**src/rtl/core/srrip_stream_detect_replacement_core_macros.svh**
```systemverilog
// Assertion helpers, clocked on i_clk and disabled in reset.
`ifndef SRRIP_STREAM_DETECT_REPLACEMENT_CORE_MACROS_SVH
`define SRRIP_STREAM_DETECT_REPLACEMENT_CORE_MACROS_SVH

`define SRSD_ASSERT(lbl, prop, msg) \
    lbl: assert property (@(posedge i_clk) disable iff (!i_rst_n) (prop)) else $error(msg);

`define SRSD_ASSERT_NEXT(lbl, ante, cons, msg) \
    lbl: assert property (@(posedge i_clk) disable iff (!i_rst_n) (ante) |=> (cons)) \
        else $error(msg);

`endif

```
**src/rtl/core/srsd_pkg.sv**
```systemverilog
`timescale 1ns / 1ps
package srsd_pkg;

    localparam int SET_IDX_W = 11;
    localparam int WAY_IDX_W = 4;
    localparam int IN_ADDR_W = 48;
    localparam int VICTIM_W  = 4;

    localparam int STRIDE_W    = 13;
    localparam int THRESH_W    = 2;
    localparam int PERIOD_W    = 17;
    localparam int FILL_CNT_W  = 16;
    localparam int CFG_ADDR_W  = 4;
    localparam int CFG_DATA_W  = 32;

    localparam logic [1:0] REG_STRIDE    = 2'd0;
    localparam logic [1:0] REG_THRESHOLD = 2'd1;
    localparam logic [1:0] REG_PERIOD    = 2'd2;

    localparam logic [STRIDE_W-1:0] STRIDE_RST = 13'd64;
    localparam logic [THRESH_W-1:0] THRESH_RST = 2'd2;
    localparam logic [PERIOD_W-1:0] PERIOD_RST = 17'd8192;

    localparam logic CMD_VICTIM = 1'b0;

    typedef enum logic [1:0] {
        OP_VICTIM,
        OP_HIT,
        OP_FILL
    } t_op;

    typedef enum logic [2:0] {
        ST_CLEAR,
        ST_IDLE,
        ST_EXEC,
        ST_DECAY_RD,
        ST_DECAY_WR
    } t_bstate;

    typedef struct packed {
        logic [STRIDE_W-1:0] stride_bytes;
        logic [THRESH_W-1:0] stream_threshold;
        logic [PERIOD_W-1:0] fill_period;
    } t_cfg;

endpackage

```
**src/rtl/core/srsd_front.sv**
```systemverilog
`timescale 1ns / 1ps
module srsd_front #(
    parameter int NUM_SETS   = 2048,
    parameter int NUM_WAYS   = 16,
    parameter int ADDR_WIDTH = 48
) (
    input  logic                                       i_clk,
    input  logic                                       i_rst_n,
    input  logic                                       i_in_valid,
    output logic                                       o_in_stall,
    input  logic                                       i_command,
    input  logic [srsd_pkg::SET_IDX_W-1:0]             i_set_index,
    input  logic [srsd_pkg::WAY_IDX_W-1:0]             i_way_index,
    input  logic [srsd_pkg::IN_ADDR_W-1:0]             i_address,
    input  logic                                       i_was_hit,
    input  logic                                       i_hold,
    output logic                                       o_head_valid,
    output srsd_pkg::t_op                              o_head_op,
    output logic [(NUM_SETS > 1 ? $clog2(NUM_SETS) : 1)-1:0] o_head_set,
    output logic [$clog2(NUM_WAYS)-1:0]                o_head_way,
    output logic [ADDR_WIDTH-1:0]                      o_head_addr,
    input  logic                                       i_pop
);

    localparam int SET_W = (NUM_SETS > 1) ? $clog2(NUM_SETS) : 1;
    localparam int WAY_W = $clog2(NUM_WAYS);
    localparam int QD    = 2;
    localparam longint unsigned SET_RECIP =
        ((64'd1 << 32) + 64'(NUM_SETS) - 64'd1) / 64'(NUM_SETS);
    localparam longint unsigned WAY_RECIP =
        ((64'd1 << 16) + 64'(NUM_WAYS) - 64'd1) / 64'(NUM_WAYS);

    srsd_pkg::t_op      r_q_op   [QD];
    logic [SET_W-1:0]   r_q_set  [QD];
    logic [WAY_W-1:0]   r_q_way  [QD];
    logic [ADDR_WIDTH-1:0] r_q_addr [QD];
    logic               r_wptr, n_wptr;
    logic               r_rptr, n_rptr;
    logic [1:0]         r_count, n_count;

    logic               push;
    srsd_pkg::t_op      c_op;
    logic [srsd_pkg::SET_IDX_W+32:0] set_prod;
    logic [srsd_pkg::SET_IDX_W-1:0]  set_quo;
    logic [31:0]                     set_full;
    logic [srsd_pkg::WAY_IDX_W+16:0] way_prod;
    logic [srsd_pkg::WAY_IDX_W-1:0]  way_quo;
    logic [7:0]                      way_full;
    logic [63:0]        addr_ext;

    // set and way reduced modulo the geometry by reciprocal multiplication
    always_comb begin
        set_prod = (srsd_pkg::SET_IDX_W + 33)'(i_set_index)
                 * (srsd_pkg::SET_IDX_W + 33)'(SET_RECIP);
        set_quo  = set_prod[srsd_pkg::SET_IDX_W+31:32];
        set_full = 32'(i_set_index) - 32'(set_quo) * 32'(NUM_SETS);
        way_prod = (srsd_pkg::WAY_IDX_W + 17)'(i_way_index)
                 * (srsd_pkg::WAY_IDX_W + 17)'(WAY_RECIP);
        way_quo  = way_prod[srsd_pkg::WAY_IDX_W+15:16];
        way_full = 8'(i_way_index) - 8'(way_quo) * 8'(NUM_WAYS);
    end

    always_comb begin
        if (i_command == srsd_pkg::CMD_VICTIM) begin
            c_op = srsd_pkg::OP_VICTIM;
        end else if (i_was_hit) begin
            c_op = srsd_pkg::OP_HIT;
        end else begin
            c_op = srsd_pkg::OP_FILL;
        end
    end

    assign addr_ext   = 64'(i_address);
    assign o_in_stall = (r_count == 2'(QD)) || i_hold;
    assign push       = i_in_valid && !o_in_stall;

    assign o_head_valid = (r_count != 2'd0);
    assign o_head_op    = r_q_op[r_rptr];
    assign o_head_set   = r_q_set[r_rptr];
    assign o_head_way   = r_q_way[r_rptr];
    assign o_head_addr  = r_q_addr[r_rptr];

    always_comb begin
        n_wptr  = push  ? ~r_wptr : r_wptr;
        n_rptr  = i_pop ? ~r_rptr : r_rptr;
        n_count = r_count + 2'(push) - 2'(i_pop);
    end

    always_ff @(posedge i_clk) begin
        if (!i_rst_n) begin
            r_wptr  <= 1'b0;
            r_rptr  <= 1'b0;
            r_count <= 2'd0;
        end else begin
            r_wptr  <= n_wptr;
            r_rptr  <= n_rptr;
            r_count <= n_count;
        end
    end

    always_ff @(posedge i_clk) begin
        if (push) begin
            r_q_op[r_wptr]   <= c_op;
            r_q_set[r_wptr]  <= set_full[SET_W-1:0];
            r_q_way[r_wptr]  <= way_full[WAY_W-1:0];
            r_q_addr[r_wptr] <= addr_ext[ADDR_WIDTH-1:0];
        end
    end

endmodule

```
**config.mk**
```make
export PLATFORM = sky130hd
export DESIGN_NAME = srsd_front
export DESIGN_NICKNAME = d
export VERILOG_FILES = /design/src/rtl/core/srrip_stream_detect_replacement_core_macros.svh /design/src/rtl/core/srsd_pkg.sv /design/src/rtl/core/srsd_front.sv
export SDC_FILE = /design/constraint.sdc
export NUM_CORES = 1
export LEC_CHECK = 0
export BUFFER_PORTS_ARGS = -buffer_cell sky130_fd_sc_hd__buf_2
export CAP_MARGIN = 20
export CORE_MARGIN = 3
export CORE_UTILIZATION = 52
export CTS_CLUSTER_SIZE = 25
export DETAILED_ROUTE_END_ITERATION = 6
export PLACE_DENSITY_LB_ADDON = 0.25
export SETUP_SLACK_MARGIN = 0.02
export SYNTH_ARGS = -nofsm -noshare
export SYNTH_HDL_FRONTEND = slang
export SYNTH_SLANG_ARGS = --single-unit
```
**constraint.sdc**
```tcl
create_clock -name i_clk -period 5.2 [get_ports i_clk]
set_clock_uncertainty 0.1 [all_clocks]
set_input_delay 0.52 -clock i_clk [delete_from_list [all_inputs] [get_ports i_clk]]
set_output_delay 0.52 -clock i_clk [all_outputs]
set_load 0.1 [all_outputs]
```
==> results.md <==
* CP Capture Point: o_head_op[0]
* Post-Synth XOR/XNOR Area at 0.00511
* Hold path start: i_address[35]
* CTS tree: yes
* Final setup TNS at 0 ns
* Die X at 105 um
* Slew @ Worst Pin at 0.665 ns
* Lkg Pwr at approximately 2.6 nW
* Worst-case reg-to-reg path depth at 4
* Synth Area in Compound Gates at 0
* Worst-skew pair later-pin latency at 0.50 ns
* Vias per inst at slightly below 5
* Clock sink count at approximately 140
* Diodes inserted at 0
* Synthesized instance count at 229
* Clk slew on worst S/H paths at 0.06 ns
* Post-synthesis mux area share at 0.181
* Syn. warnings at 0
* Reg-to-reg slack, setup at approximately 2.8 ns
* Avg WL per Cell at 16.5 um
* Core area at 9420 um2
* Reg-to-reg endpoint: r_q_addr[0][31]$_DFFE_PP_
* Crit share post-route at 0.537
* Clock Tree Buf Depth at 2
* Drc violations at 0
* Initial antenna violation count at 2
* Rel. slew slack at 0.556
* Critical Path Start Type: flip-flop
* Largest family of logic cells by synthesized area: multiplexers
* Post-synthesis sequential area ratio at 0.778
* Grt ovf at 0
* Max-slew violations at 0
* # H-tree levels at 4
* Layout cells sized above 1 at 0.602
* # hold bufs at CTS at 0
* Max-cap violations at 0
* Antenna-violating nets left at 0
* Most frequent cells in the layout: buf_2 (136), edfxtp_1 (130), mux2_4 (50)
* Vias in the first global route at 2594
* First-pass GRT wire length at 13500 um
* Initial Utilization at 0.546
* Io pins at 137
* Hpwl dp at 5650 um
* Worst VDD drop at 0.000321 V
* Die Area at between 10000 and 15000 um2
* Row Count at 35
* Post-synth net total at around 300
* Critical Path RT at between 4 and 5 ns
* Commonest non-fill, non-tap cell in the layout: buf_2
* Synth Area in Simple Gates at 0.0153
* Count of cell types in the netlist at 18
* CTS root buf: clkbuf_8
* Run status: complete, no violations
* Total CTS buffers at 17
* Via count at 2537
* Final GP Congestion at 0.693
* Nets at between 400 and 500
* Worst-path maximum fanout at 38
* PostCTS Resize Cnt at 0
* Mapped Area at 5140 um2
* Drt first-iter violations at 102
* Gr usage total at 0.164
* Syn_area_per_cell at 22.5 um2
* Total Wirelength at between 8000 and 9000 um
* Worst Path Arrival at 2.17 ns
* Initial DRT Pass Iterations at 4
* Unrepaired setup endpoints after global routing: false
* Fin crit period at 2.79 ns
* Hold/Removal Path Class: input port to flip-flop
* Synth Area in Adders at 0.00486
* Setup Buffers After CTS at 0
* Worst setup EP type: primary output
* PortBufs at about 140
* Fin. Hold Viols at 0
* Synth Register Bits at roughly 140
* Final core occ at 0.696
* RR Startpoint: r_count[0]$_SDFF_PN0_
* Largest net degree at the start of global routing at 66
* FMAX at roughly 0.36 GHz
* P&R area growth vs syn at 27.3%
* Pwr/cell area at 477 nW/um2
* Critical path type: flip-flop to primary output
* Setup violations, final at 0
* Die H at between 100 and 150 um
## metrics by stage
| step | cells | setup slack [ns] | area, um2 | hold WS [ns] | total power, mW |
|---|---|---|---|---|---|
| final | 521 | 2.41 | 6550 | 0.0977 | 3.12 |
| after CTS | 520 | 2.13 | 6520 | 0.0641 | 3.16 |
| after detailed placement | 489 | 2.50 | 5950 | 0.410 | 2.01 |
| after global routing | 521 | 2.30 | 6550 | 0.0682 | 3.24 |
| after floorplan | 229 | 1.13 | 5140 | 0.351 | 1.91 |
| after global placement | 489 | 2.56 | 5950 | 0.394 | 2.00 |
## state kept, by name, summed over array words and instances (netlist names), named ones only
signal and count:
r_q_addr 96, r_q_set 22, r_q_way 8, r_q_op 4, r_count 2, r_rptr 1, r_wptr 1
## cells in the mapped netlist
master | count | area [um2]
inv_1 | 2 | 7.51
nand3b_1 | 1 | 7.51
xnor2_1 | 2 | 17.5
nor2_1 | 2 | 7.51
nand2b_1 | 2 | 12.5
edfxtp_1 | 130 | 3900
mux2_4 | 50 | 751
nand2_1 | 2 | 7.51
dfxtp_1 | 5 | 100
xor2_1 | 1 | 8.76
mux2i_1 | 1 | 10.0
ha_1 | 2 | 25.0
mux2_2 | 15 | 169
buf_2 | 1 | 5.00
nor2b_1 | 1 | 6.26
and2_1 | 5 | 31.3
or2_2 | 1 | 6.26
buf_6 | 6 | 67.6
## kinds of logic after synthesis
family,Yosys count
fa+ha+maj,2
buf+inv,9
simple gates,14
flops,135
xor+xnor,3
mux,66
## layer usage
layer | share of wire | track usage | vias up
li1 | - | - | 1199
met1 | 0.42 | 0.212 | 1222
met2 | 0.49 | 0.249 | 96
met3 | 0.078 | 0.0649 | 16
met4 | 0.010 | 0.0675 | 4
met5 | 0.0039 | 0 | -
## how the worst min path moves through the flow
stage,end,slack [ns],depth (start not counted)
after detailed placement,r_wptr$_SDFFE_PN0P_,0.41,2
final,r_q_addr[0][35]$_DFFE_PP_,0.1,1
after floorplan,r_wptr$_SDFFE_PN0P_,0.35,2
after global routing,r_q_addr[0][8]$_DFFE_PP_,0.07,1
after global placement,r_wptr$_SDFFE_PN0P_,0.39,2
after CTS,r_q_addr[0][35]$_DFFE_PP_,0.06,1
## worst max-delay path: stages, from the launching register on
cell     delay, ns
dfxtp_4       0.66
buf_16        0.32
mux2_2        0.38
buf_2         0.29
## final cells by class
type,instances,area (um2)
fill,633,2870
clock inverter,13,158
sequential,135,4010
inverter,2,7.51
tap,129,161
multi-input combinational,85,1070
clock buffer,18,418
timing repair buffer,139,723
## power breakdown
group | internal (mW) | switching, mW | total, mW
clock | 0.724 | 0.416 | 1.14
sequential | 1.26 | 0.0271 | 1.29
combinational | 0.154 | 0.539 | 0.693
total | 2.14 | 0.983 | 3.12
Note: power is estimated with default switching activity, not from simulation.
